File: src/sv/psd_pkg.sv
// Shared definitions for the point to segment distance pipeline.
// Holds the parameter defaults and the projection flag struct; depends on nothing.
`timescale 1ns / 1ps
`default_nettype none

package psd_pkg;

    localparam int COORD_BITS_DEF      = 16;
    localparam int PARAM_FRAC_BITS_DEF = 16;

    typedef struct packed {
        logic t_zero;
        logic t_one;
    } t_proj_flags;

endpackage

`default_nettype wire

File: src/sv/psd_back.sv
// Back end of the distance pipeline: clamped fraction times segment vector,
// rounding to the closest point, and the squared distance. Depends on psd_pkg.
`timescale 1ns / 1ps
`default_nettype none

module psd_back #(
    parameter int COORD_BITS      = psd_pkg::COORD_BITS_DEF,
    parameter int PARAM_FRAC_BITS = psd_pkg::PARAM_FRAC_BITS_DEF
) (
    input  logic                         i_clk,
    input  logic                         i_rst_n,
    input  logic                         i_en,
    input  logic                         i_valid,
    input  psd_pkg::t_proj_flags         i_flags,
    input  logic [PARAM_FRAC_BITS-1:0]   i_quo,
    input  logic signed [COORD_BITS-1:0] i_start_x,
    input  logic signed [COORD_BITS-1:0] i_start_y,
    input  logic signed [COORD_BITS-1:0] i_point_x,
    input  logic signed [COORD_BITS-1:0] i_point_y,
    input  logic signed [COORD_BITS:0]   i_vec_x,
    input  logic signed [COORD_BITS:0]   i_vec_y,
    output logic                         o_valid,
    output logic [2*COORD_BITS:0]        o_dist_sq,
    output logic signed [COORD_BITS-1:0] o_closest_x,
    output logic signed [COORD_BITS-1:0] o_closest_y
);

    localparam int C = COORD_BITS;
    localparam int F = PARAM_FRAC_BITS;
    localparam int P = C + F + 3;
    localparam int W = C + 3;
    localparam logic signed [P-1:0] HALF = P'(1) << (F - 1);

    logic                  r_b1_valid, r_b2_valid, r_b3_valid, r_b4_valid, r_b5_valid;
    logic                  r_b1_zero;
    logic signed [P-1:0]   r_b1_prod_x, r_b1_prod_y;
    logic signed [C-1:0]   r_b1_ax, r_b1_ay, r_b1_px, r_b1_py;
    logic signed [C-1:0]   r_b2_cx, r_b2_cy, r_b2_px, r_b2_py;
    logic signed [C-1:0]   r_b3_cx, r_b3_cy, r_b4_cx, r_b4_cy, r_b5_cx, r_b5_cy;
    logic signed [C:0]     r_b3_dx, r_b3_dy;
    logic signed [2*C+1:0] r_b4_sqx, r_b4_sqy;
    logic [2*C:0]          r_b5_dist;
    logic [F:0]            n_t;
    logic signed [P-1:0]   n_rnd_x, n_rnd_y;
    logic signed [W-1:0]   n_cx, n_cy;

    always_comb begin
        if (i_flags.t_zero) begin
            n_t = '0;
        end else if (i_flags.t_one) begin
            n_t = {1'b1, {F{1'b0}}};
        end else begin
            n_t = {1'b0, i_quo};
        end
    end

    assign n_rnd_x = r_b1_prod_x + HALF;
    assign n_rnd_y = r_b1_prod_y + HALF;
    assign n_cx    = W'(r_b1_ax) + W'(n_rnd_x >>> F);
    assign n_cy    = W'(r_b1_ay) + W'(n_rnd_y >>> F);

    always_ff @(posedge i_clk) begin
        if (!i_rst_n) begin
            r_b1_valid <= 1'b0;
            r_b2_valid <= 1'b0;
            r_b3_valid <= 1'b0;
            r_b4_valid <= 1'b0;
            r_b5_valid <= 1'b0;
        end else if (i_en) begin
            r_b1_valid <= i_valid;
            r_b2_valid <= r_b1_valid;
            r_b3_valid <= r_b2_valid;
            r_b4_valid <= r_b3_valid;
            r_b5_valid <= r_b4_valid;
        end
    end

    always_ff @(posedge i_clk) begin
        if (i_en) begin
            r_b1_zero   <= (n_t == '0);
            r_b1_prod_x <= i_vec_x * $signed({1'b0, n_t});
            r_b1_prod_y <= i_vec_y * $signed({1'b0, n_t});
            r_b1_ax     <= i_start_x;
            r_b1_ay     <= i_start_y;
            r_b1_px     <= i_point_x;
            r_b1_py     <= i_point_y;

            r_b2_cx <= n_cx[C-1:0];
            r_b2_cy <= n_cy[C-1:0];
            r_b2_px <= r_b1_px;
            r_b2_py <= r_b1_py;

            r_b3_cx <= r_b2_cx;
            r_b3_cy <= r_b2_cy;
            r_b3_dx <= (C+1)'(r_b2_px) - (C+1)'(r_b2_cx);
            r_b3_dy <= (C+1)'(r_b2_py) - (C+1)'(r_b2_cy);

            r_b4_cx  <= r_b3_cx;
            r_b4_cy  <= r_b3_cy;
            r_b4_sqx <= r_b3_dx * r_b3_dx;
            r_b4_sqy <= r_b3_dy * r_b3_dy;

            r_b5_cx   <= r_b4_cx;
            r_b5_cy   <= r_b4_cy;
            r_b5_dist <= {1'b0, r_b4_sqx[2*C-1:0]} + {1'b0, r_b4_sqy[2*C-1:0]};
        end
    end

    assign o_valid     = r_b5_valid;
    assign o_dist_sq   = r_b5_dist;
    assign o_closest_x = r_b5_cx;
    assign o_closest_y = r_b5_cy;

    a_zero_t_gives_start: assert property (@(posedge i_clk) disable iff (!i_rst_n)
        (i_en && r_b1_valid && r_b1_zero)
            |=> (r_b2_cx == $past(r_b1_ax)) && (r_b2_cy == $past(r_b1_ay)))
        else $error("zero fraction did not give the segment start");

endmodule

`default_nettype wire

File: config.mk
export PLATFORM = sky130hd
export DESIGN_NAME = psd_back
export DESIGN_NICKNAME = d
export VERILOG_FILES = /design/src/sv/psd_pkg.sv /design/src/sv/psd_back.sv
export SDC_FILE = /design/constraint.sdc
export NUM_CORES = 2
export LEC_CHECK = 0
export ABC_AREA = 1
export CAP_MARGIN = 20
export CORE_MARGIN = 10
export CORE_UTILIZATION = 55
export DETAILED_ROUTE_END_ITERATION = 12
export DONT_BUFFER_PORTS = 1
export GPL_TIMING_DRIVEN = 0
export PLACE_DENSITY = 0.7
export SYNTH_ARGS = -nofsm -noshare
export SYNTH_HDL_FRONTEND = slang
export SYNTH_SLANG_ARGS = --single-unit
File: constraint.sdc
create_clock -name i_clk -period 7.9 [get_ports i_clk]
set_clock_uncertainty 0.05 [all_clocks]
set_input_delay 0.395 -clock i_clk [delete_from_list [all_inputs] [get_ports i_clk]]
set_output_delay 0.395 -clock i_clk [all_outputs]
set_load 0.02 [all_outputs]
==> results.cfg <==
[run_status]
outcome = completed

[synth]
synth.avg_cell_area_um2 = 8.80
synthDistinctLibCells = 50
ys_top_cells_by_count = inv_1, nand2_1, fa_1
synth_cells = 6442
synth-seq-cells = 392
syn_nets = 7999
ys_warn_count = 0
synth_edf_count = 387
syn-cell-area_um2 = 56700
yosysTopAreaCellShare_pct = 34.2
ys_top_cells_by_area = fa_1, edfxtp_1, inv_1, ha_1, nand2_1
synth.most_common_cell = inv_1
async_reset_ff_share_pct = 0
synth_flop_cell = edfxtp_1
synth_top_cell_by_area = fa_1
yosysSeqAreaShare_pct = 20.7

[clock_network]
cts_tree = done
post-cts-setup-buffers = 0
insertion_delay_ns = 0.63
cts_buffers = 44
cts_sinks = 392
h-tree-depth = 2
clk_pin_slew_ns = 0.07
clockBufferDepth = 3
clockRootBuffer = clkbuf_16
cts_resized = 0
ctsHoldBuffers = 71

[sta]
max_freq_ghz = 0.138
finalHoldViolCount = 0
setup-tns-final_ns = 0
setup_viol = 0
tightest_slew_ns = 1.18
fin_crit_ns = 7.25
slew_viol_final = 0
period_share_pct = 91.8
worst_slew_margin_rel_pct = 21.6
grt_setup_unrepaired = no

[placed_design]
io_buffers = 0
place_congestion = 0.970
hpwl_um = 122000

[routing]
wl_um = 146000
via_per_inst = 5.32
ant_nets = 0
drtIter0Drc = 3263
wl_per_cell_um = 18.4
first_pass_iters = 6
num_vias = 42400
drc_errors = 0

[die]
die-area_um2 = 116000
ios = 186
placement_rows = 117
core-area_um2 = 102000
chipHeight_um = 341
initial_core_util_pct = 55.6
dieWidth_um = 341

[cells_and_area]
areaGrowthSynthToFinish_pct = 6.87
nets = 8116
drive_gt1_share_pct = 2.69

[setup_path]
critical_path_class = flip-flop to flip-flop
cp.arrival_ns = 7.55
crit_path_start_kind = flip-flop
crit_required_ns = 8.19
cp_max_fo = 10
cp-end-kind = flip-flop

[grt]
grt_pass1_vias = 44100
grt_max_degree = 263
grt_overflow_total = 0
antenna_found_initial = 3
track_usage_pct = 25.6
grt_pass1_wl_um = 234000

[run]
max_cap_violations = 0

[hold_path]
hold_class = input pin to flip-flop
## cells in the final DEF, fill, tap and decap left out, types with 13 or more instances in the layout
master and n:
nand2_1 1251, inv_1 1686, a21oi_1 225, nor3_1 47, fa_1 968, nor2_1 561
o21bai_1 26, ha_1 469, a21o_1 18, nand4_1 40, xor2_1 130, o21ai_0 121
clkbuf_1 107, nand3_1 171, edfxtp_1 387, buf_1 13, xnor2_1 42, buf_2 32
nand3b_1 15, dlygate4sd3_1 68, clkbuf_16 44, nand2_2 26, or2_2 13
## per-stage QoR
step	setup WS (ns)	hold slack, ns	area (um^2)	util [%]	instances
after floorplan	2.17	0.350	56700	-	6442
after global placement	0.868	0.351	58400	57.2	7810
after detailed placement	0.748	0.355	58400	57.2	7810
after CTS	0.709	0.0110	60600	59.4	7960
after global routing	0.334	0.0447	60600	59.4	7960
final	0.648	0.135	60600	59.4	7962
## kinds of logic after synthesis
logic type,count (synthesis),synth area share (%)
AO/OA/AOI/OAI,433,4.19
buffers and inverters,1845,12.3
AND/OR/NAND/NOR,2163,15.6
flip-flops,392,20.7
XOR/XNOR,172,2.66
adder cells (fa/ha/maj),1437,44.5
## metal layers
metal  routed length, um  vias to the layer above  track usage (%)  part of all wire (%)
met5                  56                        -                0                 0.038
li1                    -                    19600                -                     -
met3               12500                      291             5.33                   8.5
met1               59700                    21000             33.8                    41
met2               69200                     1512             42.2                    47
met4                4720                        8             7.66                   3.2
## registers in the layout, summed over array words and instances (netlist names), 16 cells and up
name,count
o_dist_sq,33
r_b4_sqx,31
r_b4_sqy,31
r_b1_prod_x,17
r_b1_prod_y,17
r_b3_dx,17
r_b3_dy,17
o_closest_x,16
o_closest_y,16
r_b1_ax,16
r_b1_ay,16
r_b1_px,16
r_b1_py,16
r_b2_cx,16
r_b2_cy,16
r_b2_px,16
r_b2_py,16
r_b3_cx,16
r_b3_cy,16
r_b4_cx,16
r_b4_cy,16
## worst max-delay path, cell delays in order, from the launching register on
cell and delay, ns:
edfxtp_1 0.52, clkbuf_1 0.46, clkbuf_1 0.61, nand2_1 0.12, inv_1 0.09, fa_1 0.51
fa_1 0.81, inv_1 0.22, fa_1 0.52, inv_1 0.05, fa_1 0.53, inv_1 0.05
fa_1 0.47, inv_1 0.05, fa_1 0.43, ha_1 0.39, nand2_1 0.18, nor3_1 0.30
nand2_1 0.14, nand3b_1 0.25, nand4_1 0.11, nand2_1 0.09
## final timing paths
check / start / endpoint / slack, ns / cells past startpoint
worst max register to register: r_b3_dy[4]$_DFFE_PP_ / r_b4_sqy[30]$_DFFE_PP_ / 0.65 / 21
worst min-delay path: i_en / r_b1_ax[15]$_DFFE_PP_ / 0.13 / 1
worst max-delay path: r_b3_dy[4]$_DFFE_PP_ / r_b4_sqy[30]$_DFFE_PP_ / 0.65 / 21
worst min register to register: r_b4_cy[0]$_DFFE_PP_ / o_closest_y[0]$_DFFE_PP_ / 0.35 / 0
## final cells by class
cell class,count,area (um^2)
Antenna cell,2,5.00
Buffer,151,641
Clock buffer,52,1130
Clock inverter,27,297
Fill cell,9109,41500
Inverter,1694,6360
Multi-Input combinational cell,4205,38000
Sequential cell,392,11700
Tap cell,1368,1710
Timing Repair Buffer,71,748
Power is left out: the tool's default activity adds up to more than one toggle a clock period on the data nets, which glitch-free logic cannot reach.
