`src/sv/psd_pkg.sv`:
```
// Shared definitions for the point to segment distance pipeline.
// Holds the parameter defaults and the projection flag struct; depends on nothing.
`timescale 1ns / 1ps
`default_nettype none

package psd_pkg;

    localparam int COORD_BITS_DEF      = 16;
    localparam int PARAM_FRAC_BITS_DEF = 16;

    typedef struct packed {
        logic t_zero;
        logic t_one;
    } t_proj_flags;

endpackage

`default_nettype wire

```
`src/sv/psd_front.sv`:
```
// Front end of the distance pipeline: differences, products, length and dot sums,
// and the clamp flags, over four register stages. Depends on psd_pkg.
`timescale 1ns / 1ps
`default_nettype none

module psd_front #(
    parameter int COORD_BITS = psd_pkg::COORD_BITS_DEF
) (
    input  logic                         i_clk,
    input  logic                         i_rst_n,
    input  logic                         i_en,
    input  logic                         i_valid,
    input  logic signed [COORD_BITS-1:0] i_point_x,
    input  logic signed [COORD_BITS-1:0] i_point_y,
    input  logic signed [COORD_BITS-1:0] i_seg_start_x,
    input  logic signed [COORD_BITS-1:0] i_seg_start_y,
    input  logic signed [COORD_BITS-1:0] i_seg_end_x,
    input  logic signed [COORD_BITS-1:0] i_seg_end_y,
    output logic                         o_valid,
    output psd_pkg::t_proj_flags         o_flags,
    output logic [2*COORD_BITS:0]        o_dividend,
    output logic [2*COORD_BITS:0]        o_divisor,
    output logic signed [COORD_BITS-1:0] o_start_x,
    output logic signed [COORD_BITS-1:0] o_start_y,
    output logic signed [COORD_BITS-1:0] o_point_x,
    output logic signed [COORD_BITS-1:0] o_point_y,
    output logic signed [COORD_BITS:0]   o_vec_x,
    output logic signed [COORD_BITS:0]   o_vec_y
);

    localparam int D  = COORD_BITS + 1;
    localparam int L  = 2 * COORD_BITS + 1;
    localparam int PW = 2 * COORD_BITS + 2;
    localparam int C  = COORD_BITS;

    logic                 r_s1_valid, r_s2_valid, r_s3_valid, r_s4_valid;
    logic [4*C-1:0]       r_s1_pass, r_s2_pass, r_s3_pass, r_s4_pass;
    logic signed [D-1:0]  r_s1_vx, r_s1_vy, r_s1_wx, r_s1_wy;
    logic signed [D-1:0]  r_s2_vx, r_s2_vy, r_s3_vx, r_s3_vy, r_s4_vx, r_s4_vy;
    logic signed [PW-1:0] r_s2_vxx, r_s2_vyy, r_s2_wvx, r_s2_wvy;
    logic [L-1:0]         r_s3_len;
    logic signed [PW-1:0] r_s3_dot;
    psd_pkg::t_proj_flags r_s4_flags;
    logic [L-1:0]         r_s4_dividend, r_s4_divisor;
    logic [L-1:0]         n_len;
    logic                 n_zero;

    assign n_len  = {1'b0, r_s2_vxx[2*C-1:0]} + {1'b0, r_s2_vyy[2*C-1:0]};
    assign n_zero = (r_s3_len == '0) || (r_s3_dot <= 0);

    always_ff @(posedge i_clk) begin
        if (!i_rst_n) begin
            r_s1_valid <= 1'b0;
            r_s2_valid <= 1'b0;
            r_s3_valid <= 1'b0;
            r_s4_valid <= 1'b0;
        end else if (i_en) begin
            r_s1_valid <= i_valid;
            r_s2_valid <= r_s1_valid;
            r_s3_valid <= r_s2_valid;
            r_s4_valid <= r_s3_valid;
        end
    end

    always_ff @(posedge i_clk) begin
        if (i_en) begin
            r_s1_pass <= {i_seg_start_x, i_seg_start_y, i_point_x, i_point_y};
            r_s1_vx   <= D'(i_seg_end_x) - D'(i_seg_start_x);
            r_s1_vy   <= D'(i_seg_end_y) - D'(i_seg_start_y);
            r_s1_wx   <= D'(i_point_x) - D'(i_seg_start_x);
            r_s1_wy   <= D'(i_point_y) - D'(i_seg_start_y);

            r_s2_pass <= r_s1_pass;
            r_s2_vx   <= r_s1_vx;
            r_s2_vy   <= r_s1_vy;
            r_s2_vxx  <= r_s1_vx * r_s1_vx;
            r_s2_vyy  <= r_s1_vy * r_s1_vy;
            r_s2_wvx  <= r_s1_wx * r_s1_vx;
            r_s2_wvy  <= r_s1_wy * r_s1_vy;

            r_s3_pass <= r_s2_pass;
            r_s3_vx   <= r_s2_vx;
            r_s3_vy   <= r_s2_vy;
            r_s3_len  <= n_len;
            r_s3_dot  <= r_s2_wvx + r_s2_wvy;

            r_s4_pass         <= r_s3_pass;
            r_s4_vx           <= r_s3_vx;
            r_s4_vy           <= r_s3_vy;
            r_s4_flags.t_zero <= n_zero;
            r_s4_flags.t_one  <= !n_zero && (r_s3_dot >= $signed({1'b0, r_s3_len}));
            r_s4_dividend     <= r_s3_dot[L-1:0];
            r_s4_divisor      <= r_s3_len;
        end
    end

    assign o_valid    = r_s4_valid;
    assign o_flags    = r_s4_flags;
    assign o_dividend = r_s4_dividend;
    assign o_divisor  = r_s4_divisor;
    assign o_start_x  = r_s4_pass[4*C-1:3*C];
    assign o_start_y  = r_s4_pass[3*C-1:2*C];
    assign o_point_x  = r_s4_pass[2*C-1:C];
    assign o_point_y  = r_s4_pass[C-1:0];
    assign o_vec_x    = r_s4_vx;
    assign o_vec_y    = r_s4_vy;

    a_flags_exclusive: assert property (@(posedge i_clk) disable iff (!i_rst_n)
        r_s4_valid |-> !(r_s4_flags.t_zero && r_s4_flags.t_one))
        else $error("projection flags set together");

endmodule

`default_nettype wire

```
`config.mk`:
```
export PLATFORM = sky130hd
export DESIGN_NAME = psd_front
export DESIGN_NICKNAME = d
export VERILOG_FILES = /design/src/sv/psd_pkg.sv /design/src/sv/psd_front.sv
export SDC_FILE = /design/constraint.sdc
export NUM_CORES = 2
export LEC_CHECK = 0
export BUFFER_PORTS_ARGS = -buffer_cell sky130_fd_sc_hd__buf_2
export CORE_ASPECT_RATIO = 1.1
export CORE_MARGIN = 5
export CORE_UTILIZATION = 40
export CTS_CLUSTER_DIAMETER = 60
export DETAILED_ROUTE_END_ITERATION = 7
export HOLD_SLACK_MARGIN = 0.1
export PLACE_DENSITY_LB_ADDON = 0.3
export SLEW_MARGIN = 15
export SYNTH_ARGS = -nofsm -noshare
export SYNTH_HDL_FRONTEND = slang
export SYNTH_SLANG_ARGS = --single-unit
```
`constraint.sdc`:
```
create_clock -name i_clk -period 5.9 [get_ports i_clk]
set_input_delay 1.475 -clock i_clk [delete_from_list [all_inputs] [get_ports i_clk]]
set_output_delay 1.475 -clock i_clk [all_outputs]
set_load 0.05 [all_outputs]
```
==> summary.md <==
| Metric | Value |
|---|---|
| Number of setup violations in the final report | 29 |
| Clk_skew | 0.04833 ns |
| Die span in y | around 440 um |
| Unique masters post-synth | 68 |
| Area of placed instances | 76490 sq um |
| Crit path from | r_s1_vy[7]$_DFFE_PP_ |
| Total track usage | 0.1850 |
| CTS buffer count | 84 |
| Clk buf depth | 3 |
| GP Congestion | 0.8816 |
| Synth Cell Area | 67780 sq um |
| Worst Path Max Fanout | 5 |
| Failing checks | setup timing |
| Largest family of logic cells by synthesized area | adder cells |
| Total of max-cap violations | 0 |
| 1st-iter DRT viols | between 2000 and 2500 |
| Pre-CTS setup slack | -0.3740 ns |
| DR DRC count | 0 |
| Required time worst endpoint | approximately 6.3 ns |
| Die area | about 180000 sq um |
| Worst setup EP type | register |
| Via-to-Cell Ratio | ~4.9 |
| Worst Slack Setup Final | -0.2013 ns |
| Clock Latency Late Sink | around 0.7 ns |
| PortBufs | between 200 and 300 |
| Largest net degree at the start of global routing | 120 |
| Share of layout cells above drive strength 1 | 0.2241 |
| GR Overflow Total | 0 |
| Tmin final | 6.101 ns |
| I/O Pins | 267 |
| Post-DP HPWL | roughly 130000 um |
| Number of fillers in the final layout | 15030 |
| Clock sinks | a little under 700 |
| Adder-cell area share of the yosys netlist | 0.4193 |
| Worst path arrival time | between 6 and 7 ns |
| Status | complete, but fails checks |
| First-pass GRT wire length | 261300 um |
| Routed wl met3 | 8482 um |
| Max Fclk | ~160 MHz |
| CTS clk-pin slew, worst paths | approximately 0.060 ns |
| Total number of vias | approximately 45000 |
| Setup CP Type | register to register |
| Detailed Routing Iterations Pass 1 | 5 |
| RSZ-0062 raised after global routing | yes |
| Number of synthesized flops with an enable pin | ~690 |
| Synth Instances | just over 6000 |
| Most used cell, CP | fa_1 |
| Max-slew violations | 0 |
| Synth Area in XOR/XNOR | 0.03153 |
| Fin crit share | 1.034 |
| Initial Util | 0.4020 |
| Quantity of hold-fixing buffers added after cts | 0 |
| #FFs+latches synth | 693 |
| Worst reg2reg path startpoint | r_s1_vy[7]$_DFFE_PP_ |
| Mux cell area share after synthesis | 0.001218 |
| Hold crit path type | register to register |
| Vias in the first global route | ~50000 |
| Drt wl/cell | about 18 um |
| Metal-1 WL | ~67000 um |
| Initial antenna violation count | 9 |
| CTS tree | yes |
| P&R area growth vs syn | 22.41% |
| DRT antenna net count | 0 |
| Top routing layer used | met5 |
| Critical-path cell list | buf_12, buf_12, nand2_2, inv_2, fa_1, inv_1, fa_1, fa_1, inv_1, fa_1, fa_1, inv_2, fa_1, inv_2, ha_4, and3_4, and3_4, a31oi_4, a31oi_4, a2111oi_4, o31ai_2, o21ai_1, a21oi_1, a31oi_1 |
| Die W | about 400 um |
| YS warnings | 0 |
| Worst-Margin Slew | about 0.9 ns |
| Post-synthesis compound-gate area fraction | 0.05351 |
| Final nets | 8687 |
| Routed Wire Length | approximately 160000 um |
| Async set-or-reset flop fraction in the synthesized netlist | 0 |
| Normalized max-slew margin | 0.4132 |
| Ys flop type | edfxtp_1 |
| Sequential share of the synthesized area | 0.3064 |
| H-tree depth | 3 |
| Core area | about 170000 sq um |
| Worst Hold Launch | r_s2_vx[3]$_DFFE_PP_ |
| CP max stage delay | about 0.54 ns |
| CTS root buf | clkbuf_16 |
| Num rows | 158 |
| Slowest cell on crit path | fa_1 |
| Simple-gate share of the synthesized area | 0.1044 |
| Register-to-register setup slack | -0.20 ns |
| Final Cell Area | 82970 sq um |
| Crit start category | register |
| Post-Syn Nets | 7750 |
| Met2 WL | ~84000 um |
| Mapped Avg Cell Area | 11.22 sq um |
| Final hold viol count | 0 |
[per-layer routing]
metal	GRT usage	vias to the layer above
met3	0.02627	249
met1	0.2361	23020
li1	-	20950
met2	0.3251	914
met4	0.05855	4
met5	0	-
[what timing repair did]
| item | 4_1_cts | 5_1_grt |
|---|---|---|
| pin swaps | 113 | 176 |
| setup buffers | 79 | 58 |
| endpoints found under the setup margin | 49 | 62 |
| gates cloned | 7 | 6 |
| resized for setup | 274 | 296 |
| hold endpoints to repair | 0 | 0 |
[cell usage after synthesis (11+ instances only)]
cell | number | share of area
o21a_1 | 34 | 0.0038
xnor2_1 | 190 | 0.025
o21ai_0 | 109 | 0.0080
nand2_1 | 491 | 0.027
or3_1 | 20 | 0.0018
ha_1 | 497 | 0.092
nor2_1 | 206 | 0.011
a21boi_0 | 20 | 0.0022
o21bai_1 | 14 | 0.0016
nand2b_1 | 48 | 0.0044
nor3_1 | 69 | 0.0051
nand4_1 | 22 | 0.0020
edfxtp_1 | 689 | 0.31
clkbuf_1 | 154 | 0.0085
o31ai_1 | 11 | 0.0012
and3_1 | 16 | 0.0015
xor2_1 | 54 | 0.0070
nor4_1 | 20 | 0.0018
fa_1 | 1109 | 0.33
and2_1 | 413 | 0.038
a21o_1 | 75 | 0.0083
a211oi_1 | 16 | 0.0018
a31oi_1 | 20 | 0.0018
nor2b_1 | 41 | 0.0038
o211ai_1 | 19 | 0.0021
a21oi_1 | 156 | 0.012
nand3_1 | 53 | 0.0039
inv_1 | 1352 | 0.075
[kinds of logic after synthesis]
group,count (synthesis)
adder cells (fa/ha/maj),1606
buffers and inverters,1510
AND/OR/NAND/NOR,1428
flip-flops,693
AO/OA/AOI/OAI,555
XOR/XNOR,244
multiplexers,8
[flip-flops by register name (all words and copies together) (netlist names), 30 cells and up]
name / cells
o_dividend: 33
o_divisor: 33
r_s1_pass: 64
r_s2_pass: 64
r_s2_vxx: 30
r_s2_vyy: 30
r_s2_wvx: 34
r_s2_wvy: 34
r_s3_dot: 34
r_s3_len: 33
r_s3_pass: 64
r_s4_pass: 64
[final timing paths]
check / to / cells past startpoint
worst max-delay path: r_s2_vyy[31]$_DFFE_PP_ / 24
worst max register to register: r_s2_vyy[31]$_DFFE_PP_ / 24
worst min-delay path: r_s3_vx[3]$_DFFE_PP_ / 0
worst min register to register: r_s3_vx[3]$_DFFE_PP_ / 0
[cell type report]
cell class | instances | area [sq um] | area share
Clock inverter | 62 | 817.0 | 0.009847
Sequential cell | 693 | 20770 | 0.2503
Inverter | 1354 | 5089 | 0.06133
Multi-Input combinational cell | 3841 | 43360 | 0.5226
Clock buffer | 92 | 2132 | 0.02570
Antenna cell | 4 | 10.01 | 0.0001206
Timing Repair Buffer | 1007 | 7993 | 0.09633
Tap cell | 2240 | 2803 | 0.03378
[layout by cell type, fill, tap and decap left out, types with 13 or more instances in the layout]
master	Yosys	routed
a21o_1	75	75
a21oi_1	156	110
a21oi_2	2	41
and2_1	413	373
and2_4	0	39
buf_12	0	45
buf_2	0	267
buf_4	0	596
buf_6	0	75
buf_8	0	13
clkbuf_16	0	90
clkinv_1	1	13
edfxtp_1	689	689
fa_1	1109	1063
fa_2	0	46
ha_1	497	444
ha_4	0	45
inv_1	1352	1290
inv_2	1	61
nand2_1	491	441
nand2_2	0	37
nand2_4	0	13
nand2b_1	48	45
nand3_1	53	45
nand4_1	22	22
nor2_1	206	194
nor2b_1	41	40
nor3_1	69	62
nor4_1	20	20
o211ai_1	19	19
o21a_1	34	34
o21ai_0	109	75
o21ai_1	0	13
o21ai_2	1	18
o21bai_1	14	13
or3_1	20	18
xnor2_1	190	177
xor2_1	54	52
[critical path: cells and delay by family, from the launching register on]
| family | cells | cell delay (ns) |
|---|---|---|
| adder cells (fa/ha/maj) | 7 | 3.24 |
| AND/OR/NAND/NOR | 3 | 0.45 |
| flip-flops | 1 | 0.45 |
| buffers and inverters | 7 | 0.54 |
| AO/OA/AOI/OAI | 7 | 1.11 |
[per-stage QoR]
step,TNS (ns),std cells,utilization,hold slack (ns)
floorplan,-0.1091,6044,-,0.4003
global placement,-5.186,8995,0.4536,0.4003
detailed placement,-7.756,8995,0.4536,0.4045
CTS,-2.602,9234,0.4820,0.4149
global route,-10.87,9291,0.4920,0.4177
finish,-2.416,9293,0.4921,0.4121
Power is left out: the tool's default activity adds up to more than one toggle a clock period on the data nets, which glitch-free logic cannot reach.
