`src/sv/psd_pkg.sv`:
```
// Shared definitions for the point to segment distance pipeline.
// Holds the parameter defaults and the projection flag struct; depends on nothing.
`timescale 1ns / 1ps
`default_nettype none

package psd_pkg;

    localparam int COORD_BITS_DEF      = 16;
    localparam int PARAM_FRAC_BITS_DEF = 16;

    typedef struct packed {
        logic t_zero;
        logic t_one;
    } t_proj_flags;

endpackage

`default_nettype wire

```
`src/sv/psd_div.sv`:
```
// Pipelined restoring divider producing one quotient bit per register stage.
// Carries the clamp flags and a side bus alongside; depends on psd_pkg.
`timescale 1ns / 1ps
`default_nettype none

module psd_div #(
    parameter int COORD_BITS      = psd_pkg::COORD_BITS_DEF,
    parameter int PARAM_FRAC_BITS = psd_pkg::PARAM_FRAC_BITS_DEF,
    parameter int AUX_W           = 6 * psd_pkg::COORD_BITS_DEF + 2
) (
    input  logic                       i_clk,
    input  logic                       i_rst_n,
    input  logic                       i_en,
    input  logic                       i_valid,
    input  psd_pkg::t_proj_flags       i_flags,
    input  logic [2*COORD_BITS:0]      i_dividend,
    input  logic [2*COORD_BITS:0]      i_divisor,
    input  logic [AUX_W-1:0]           i_aux,
    output logic                       o_valid,
    output psd_pkg::t_proj_flags       o_flags,
    output logic [PARAM_FRAC_BITS-1:0] o_quo,
    output logic [AUX_W-1:0]           o_aux
);

    localparam int L = 2 * COORD_BITS + 1;
    localparam int F = PARAM_FRAC_BITS;

    for (genvar k = 0; k < F; k++) begin : g_step
        logic                 r_valid;
        psd_pkg::t_proj_flags r_flags;
        logic [L-1:0]         r_rem, r_div;
        logic [F-1:0]         r_quo;
        logic [AUX_W-1:0]     r_aux;
        logic                 p_valid;
        psd_pkg::t_proj_flags p_flags;
        logic [L-1:0]         p_rem, p_div;
        logic [F-1:0]         p_quo;
        logic [AUX_W-1:0]     p_aux;
        logic [L:0]           n_shift;
        logic                 n_ge;

        if (k == 0) begin : g_first
            assign p_valid = i_valid;
            assign p_flags = i_flags;
            assign p_rem   = i_dividend;
            assign p_div   = i_divisor;
            assign p_quo   = '0;
            assign p_aux   = i_aux;
        end else begin : g_next
            assign p_valid = g_step[k-1].r_valid;
            assign p_flags = g_step[k-1].r_flags;
            assign p_rem   = g_step[k-1].r_rem;
            assign p_div   = g_step[k-1].r_div;
            assign p_quo   = g_step[k-1].r_quo;
            assign p_aux   = g_step[k-1].r_aux;
        end

        assign n_shift = {p_rem, 1'b0};
        assign n_ge    = n_shift >= {1'b0, p_div};

        always_ff @(posedge i_clk) begin
            if (!i_rst_n) begin
                r_valid <= 1'b0;
            end else if (i_en) begin
                r_valid <= p_valid;
            end
        end

        always_ff @(posedge i_clk) begin
            if (i_en) begin
                r_flags <= p_flags;
                r_div   <= p_div;
                r_aux   <= p_aux;
                r_quo   <= {p_quo[F-2:0], n_ge};
                if (n_ge) begin
                    r_rem <= L'(n_shift - {1'b0, p_div});
                end else begin
                    r_rem <= n_shift[L-1:0];
                end
            end
        end
    end

    assign o_valid = g_step[F-1].r_valid;
    assign o_flags = g_step[F-1].r_flags;
    assign o_quo   = g_step[F-1].r_quo;
    assign o_aux   = g_step[F-1].r_aux;

    a_rem_below_div: assert property (@(posedge i_clk) disable iff (!i_rst_n)
        (g_step[F-1].r_valid && !g_step[F-1].r_flags.t_zero && !g_step[F-1].r_flags.t_one)
            |-> (g_step[F-1].r_rem < g_step[F-1].r_div))
        else $error("divider remainder not below divisor");

endmodule

`default_nettype wire

```
`config.mk`:
```
export PLATFORM = sky130hd
export DESIGN_NAME = psd_div
export DESIGN_NICKNAME = d
export VERILOG_FILES = /design/src/sv/psd_pkg.sv /design/src/sv/psd_div.sv
export SDC_FILE = /design/constraint.sdc
export NUM_CORES = 2
export LEC_CHECK = 0
export BUFFER_PORTS_ARGS = -buffer_cell sky130_fd_sc_hd__buf_2
export CELL_PAD_IN_SITES_DETAIL_PLACEMENT = 1
export CELL_PAD_IN_SITES_GLOBAL_PLACEMENT = 2
export CORE_MARGIN = 5
export CORE_UTILIZATION = 43
export CTS_BUF_LIST = sky130_fd_sc_hd__clkbuf_4 sky130_fd_sc_hd__clkbuf_8 sky130_fd_sc_hd__clkbuf_16
export DETAILED_ROUTE_END_ITERATION = 10
export PLACE_DENSITY = 0.77
export SLEW_MARGIN = 40
export SYNTH_ARGS = -nofsm -noshare
export SYNTH_HDL_FRONTEND = slang
export SYNTH_SLANG_ARGS = --single-unit
```
`constraint.sdc`:
```
create_clock -name i_clk -period 4.45 [get_ports i_clk]
set_input_delay 0.445 -clock i_clk [delete_from_list [all_inputs] [get_ports i_clk]]
set_output_delay 0.445 -clock i_clk [all_outputs]
set_load 0.005 [all_outputs]
```
==> results.md <==
- The flow ran to the end, and the final reports show no timing, DRC or antenna violations.
- The number of vias in the routed layout is 63530.
- The global-route total usage across every layer is 17.52%.
- The critical path launch point type is a flop.
- For the worst-skew pair, the clock arrives at the later sink with an insertion delay of 0.87 ns.
- The number of warning messages in the yosys log is 0.
- For this design, the slowest cell found on the critical path is sky130_fd_sc_hd__a311oi_1.
- Dividing the detail-routed wire length by the instance count gives 19.90 µm.
- The worst-case headroom to the max-slew limit is 41.19%.
- In this run, distinct cell masters in the synthesized netlist total 83.
- After synthesis, the share of flip-flops with an asynchronous set or reset is 0%.
- The number of violations reported at the end of detailed-routing iteration 0 is 3497.
- The post-layout minimum cycle time is 3.928 ns.
- Once the floorplan was initialized, standard cells occupied 43.20% of the core.
- The max capacitance violation total is 0.
- The die height is 529.1 µm.
- Tracing the worst setup path back leads to its startpoint at g_step[4].r_rem[2]$_DFFE_PP_.
- Dividing total power by cell area gives a power density of 656.3 nW/µm².
- The sequential cells in the finished layout cover a total of 82180 µm².
- The CTS tree is done.
- During I/O placement, the number of pins put on the boundary was 287.
- The share of the yosys chip area belonging to registers is 70.94%.
- Counting the buffers created by CTS gives 300.
- The number of rows in the core area is 190.
- Once detail routing completed, the nets flagged for antenna violations numbered 0.
- The number of flops mapped to enable cells by yosys is 2726.
- The capturing element of the worst setup path is g_step[5].r_rem[13]$_DFFE_PP_.
- Based on the critical path, the design can be clocked at up to 0.2546 GHz.
- Clock tree synthesis selected as its root buffer the cell sky130_fd_sc_hd__clkbuf_16.
- After routing, the total negative slack on setup checks comes to 0 ns.
- The TritonCTS sink count is 2742.
- The placeable core region is 268200 µm².
- After clock tree synthesis, the clock-pin slew on the worst setup and hold paths is 0.06 ns.
- The synthesized area divided by synthesized cell count is 14.68 µm².
- The final hold violation count came to 0.
- Synthesis produced a netlist whose cell count is 7890.
- The worst setup slack for register-to-register paths is 0.52 ns.
- The number of buffers inserted by post-CTS setup repair is 0.
- Once detailed placement completed, the half-perimeter wirelength came to 176100 µm.
- The post-route fraction of the period consumed by the critical path is 88.28%.
- The launch instance of the worst register-to-register path is g_step[4].r_rem[2]$_DFFE_PP_.
- The critical path depth is 11.
- The number of global-route vias before repair is 68130.
- The data required time at the worst endpoint is 5.04 ns.
- For this run, the slowest stage of the critical path takes 0.58 ns.
- Input and output buffers added on the ports amount to 286.
- The count of fill cells added during filler insertion is 26310.
- Broken down by cell family, the worst path's largest delay share belongs to compound AO/OA/AOI/OAI gates.
- The number of nets at the end of the flow is 9306.
- The data arrival time at the worst-slack endpoint is 4.52 ns.
- The highest fanout seen on the critical path is 55.
- CTS built an H-tree with a depth of 5.
- The endpoint type of the worst setup path is a flop.
- The synthesized netlist net count is 8602.
- The total of endpoints with negative setup slack in the final report is 0.
- The worst path buffer plus inverter count is 1.
- The register bit total from synthesis is 2742.
- The die width is 529.1 µm.
- The maximum VDD drop is 0.4936 mV.
- Across the routed clock network, the largest skew measured is 0.06600 ns.
- The share of layout cells above drive strength 1 is 12.72%.
- The post-detailed-route via-to-cell ratio is 5.130.
- The pin count of the biggest net entering global routing is 153.
- The weighted congestion reported at the end of routability-driven placement is 0.9033.
- The total die area is 279900 µm².
- The synthesis-to-layout area growth is 15.74%.
- Among all flip-flop cells after synthesis, the most frequent one is sky130_fd_sc_hd__edfxtp_1.
- The area of combinational cells with multiple inputs is 30610 µm².
- The aggregate routed wire length is 246500 µm.
- The finished layout holds 12390 standard cells, fillers aside.
- The endpoint identified for the worst register-to-register timing path is g_step[5].r_rem[13]$_DFFE_PP_.
- The global route total overflow is 0.
- The global-route wire length before repair is 390700 µm.
- Setup repair after global routing left no endpoint under its margin.
- At the pin with the least slew margin, the transition time is 0.8822 ns.
- The number of antenna violations at the first check in global routing is 3.
- Walking the worst path, the cells encountered are ha_1 > o211ai_1 > a21oi_1 > a211oi_1 > o21ai_1 > a311oi_1 > nor2_1 > a31oi_1 > o21ai_4 > buf_12 > mux2_2.
- The number of max-slew violations in the final report is 0.
- The post-CTS resize count is 0.
- Once layout is complete, the utilization of the core stands at 50.00%.
- The number of DRC violations after detailed routing is 0.
- The critical path is of the reg2reg type.
- The tightest min-delay check is of the in2reg type.
- For this design the static power due to leakage is 51.37 nW.
- The clock passes through at most 4 buffers.
- The count of TritonRoute iterations in the first routing pass is 7.
- The total placed cells including tap cells is 11680.
- For the worst flop-to-flop path, the logic depth is 11.
- The cell area that synthesis handed to floorplanning was 115800 µm².
==> synth_stat cells (all sizes together), types with 15 or more instances <==
cell type / n / area (µm²)
a211oi: 44 / 330.3
a21boi: 16 / 120.1
a21o: 266 / 1997
a21oi: 647 / 3238
a31oi: 61 / 387.9
a41oi: 15 / 146.4
and2: 36 / 225.2
and3: 57 / 356.6
buf: 47 / 261.5
clkbuf: 126 / 473.0
dfxtp: 16 / 320.3
edfxtp: 2726 / 81860
fa: 15 / 300.3
ha: 527 / 6594
inv: 645 / 2421
mux2: 186 / 2151
mux2i: 24 / 240.2
nand2: 339 / 1272
nand2b: 61 / 381.6
nand3: 94 / 470.5
nand4: 84 / 525.5
nor2: 491 / 1851
nor2b: 93 / 581.8
nor3: 72 / 360.4
nor4: 21 / 131.4
o211ai: 35 / 262.8
o21a: 74 / 556.8
o21ai: 309 / 1558
o21bai: 55 / 412.9
o31ai: 43 / 332.8
or2: 18 / 112.6
or3: 30 / 187.7
xnor2: 251 / 2198
xor2: 172 / 1506
==> stage by stage <==
| step | setup slack (ns) | hold slack, ns | total power, mW | cell area, µm² |
|---|---|---|---|---|
| 6_report | 0.5215 | 0.1746 | 88.00 | 134100 |
| 5_1_grt | 0.2522 | 0.1121 | 93.53 | 134100 |
| 4_1_cts | 0.4545 | 0.05052 | 89.02 | 134100 |
| 3_5_place_dp | 0.4897 | 0.4051 | 63.63 | 122400 |
| 3_3_place_gp | 0.5185 | 0.4001 | 63.00 | 122400 |
| 2_1_floorplan | 1.117 | 0.4003 | 55.23 | 115800 |
==> flip-flops by register name, summed over array words and instances (netlist names), 33 cells and up <==
register      count
g_step.p_aux     98
g_step.p_div     33
g_step.r_quo    110
g_step.r_rem    462
g_step.r_aux   1372
o_aux            98
g_step.r_div    462
g_step.p_rem     33
==> kinds of logic (layout without fill, tap and decap cells) <==
| logic type | after synthesis | after routing | share of synthesized area (%) |
|---|---|---|---|
| flip-flops | 2742 | 2742 | 70.94 |
| multiplexers | 210 | 210 | 2.064 |
| AND/OR/NAND/NOR | 1444 | 1444 | 5.912 |
| buffers and inverters | 818 | 1760 | 2.724 |
| other | 0 | 1 | 0 |
| adder cells (fa/ha/maj) | 542 | 542 | 5.951 |
| AO/OA/AOI/OAI | 1711 | 1711 | 9.215 |
| XOR/XNOR | 423 | 423 | 3.198 |
==> timing repair <==
action | in CTS | in global routing
hold endpoints to repair | 182 | 0
endpoints found under the setup margin | 0 | 0
hold buffers | 168 | 0
==> how the worst min path moves through the flow <==
stage,cells after the start,start,end,slack [ns]
6_report,2,i_en,g_step[4].r_aux[49]$_DFFE_PP_,0.17
5_1_grt,2,i_en,g_step[1].r_aux[82]$_DFFE_PP_,0.11
4_1_cts,1,i_en,g_step[11].r_aux[74]$_DFFE_PP_,0.05
3_5_place_dp,0,g_step[10].p_aux[49]$_DFFE_PP_,g_step[10].r_aux[49]$_DFFE_PP_,0.41
3_3_place_gp,0,g_step[10].p_aux[64]$_DFFE_PP_,g_step[10].r_aux[64]$_DFFE_PP_,0.40
2_1_floorplan,0,g_step[8].r_aux[0]$_DFFE_PP_,g_step[10].p_aux[0]$_DFFE_PP_,0.40
==> metal layers <==
layer	track usage [%]	wire, µm	vias to the layer above
met5	0	13	-
met4	5.648	8181	2
met3	2.503	8338	418
met2	30.59	123000	953
met1	22.54	106900	31250
li1	-	-	30920
==> report_power, final <==
part | total (mW) | internal, mW | switching [mW]
clock | 24.7 | 14.6 | 10.1
sequential | 36.2 | 33.8 | 2.39
combinational | 27.1 | 11.7 | 15.4
==> cells in the final DEF (no fill, tap or decap), types with 24 or more instances in the layout <==
cell type | synthesis | routed
sky130_fd_sc_hd__clkinv_1 | 0 | 59
sky130_fd_sc_hd__bufinv_16 | 0 | 25
sky130_fd_sc_hd__o31ai_1 | 41 | 41
sky130_fd_sc_hd__a21oi_1 | 647 | 647
sky130_fd_sc_hd__nand2_1 | 339 | 339
sky130_fd_sc_hd__a31oi_1 | 60 | 58
sky130_fd_sc_hd__xor2_1 | 172 | 172
sky130_fd_sc_hd__clkbuf_4 | 0 | 64
sky130_fd_sc_hd__dlygate4sd3_1 | 0 | 168
sky130_fd_sc_hd__and2_1 | 35 | 35
sky130_fd_sc_hd__mux2i_1 | 24 | 24
sky130_fd_sc_hd__or3_1 | 30 | 30
sky130_fd_sc_hd__ha_1 | 527 | 527
sky130_fd_sc_hd__inv_1 | 645 | 645
sky130_fd_sc_hd__o21ai_0 | 298 | 296
sky130_fd_sc_hd__buf_12 | 0 | 33
sky130_fd_sc_hd__nor2b_1 | 93 | 93
sky130_fd_sc_hd__xnor2_1 | 251 | 251
sky130_fd_sc_hd__and3_1 | 57 | 57
sky130_fd_sc_hd__nor3_1 | 72 | 72
sky130_fd_sc_hd__buf_4 | 7 | 87
sky130_fd_sc_hd__clkinv_2 | 0 | 43
sky130_fd_sc_hd__buf_2 | 29 | 285
sky130_fd_sc_hd__a21o_1 | 266 | 266
sky130_fd_sc_hd__clkbuf_16 | 0 | 305
sky130_fd_sc_hd__nand4_1 | 84 | 84
sky130_fd_sc_hd__a211oi_1 | 44 | 44
sky130_fd_sc_hd__o21bai_1 | 55 | 55
sky130_fd_sc_hd__o211ai_1 | 35 | 35
sky130_fd_sc_hd__o21a_1 | 73 | 72
sky130_fd_sc_hd__nand2b_1 | 61 | 61
sky130_fd_sc_hd__nand3_1 | 94 | 93
sky130_fd_sc_hd__edfxtp_1 | 2726 | 2726
sky130_fd_sc_hd__mux2_2 | 161 | 161
sky130_fd_sc_hd__nor2_1 | 490 | 490
==> cell type report <==
| type | count | share of cell area, % |
|---|---|---|
| Inverter | 645 | 1.806 |
| Tap cell | 3552 | 3.315 |
| Sequential cell | 2742 | 61.29 |
| Clock inverter | 168 | 1.354 |
| Clock buffer | 372 | 6.081 |
| Timing Repair Buffer | 575 | 3.327 |
| Antenna cell | 1 | 0.001866 |
| Multi-Input combinational cell | 4330 | 22.83 |
No activity file was read; power rests on OpenSTA's default activity.
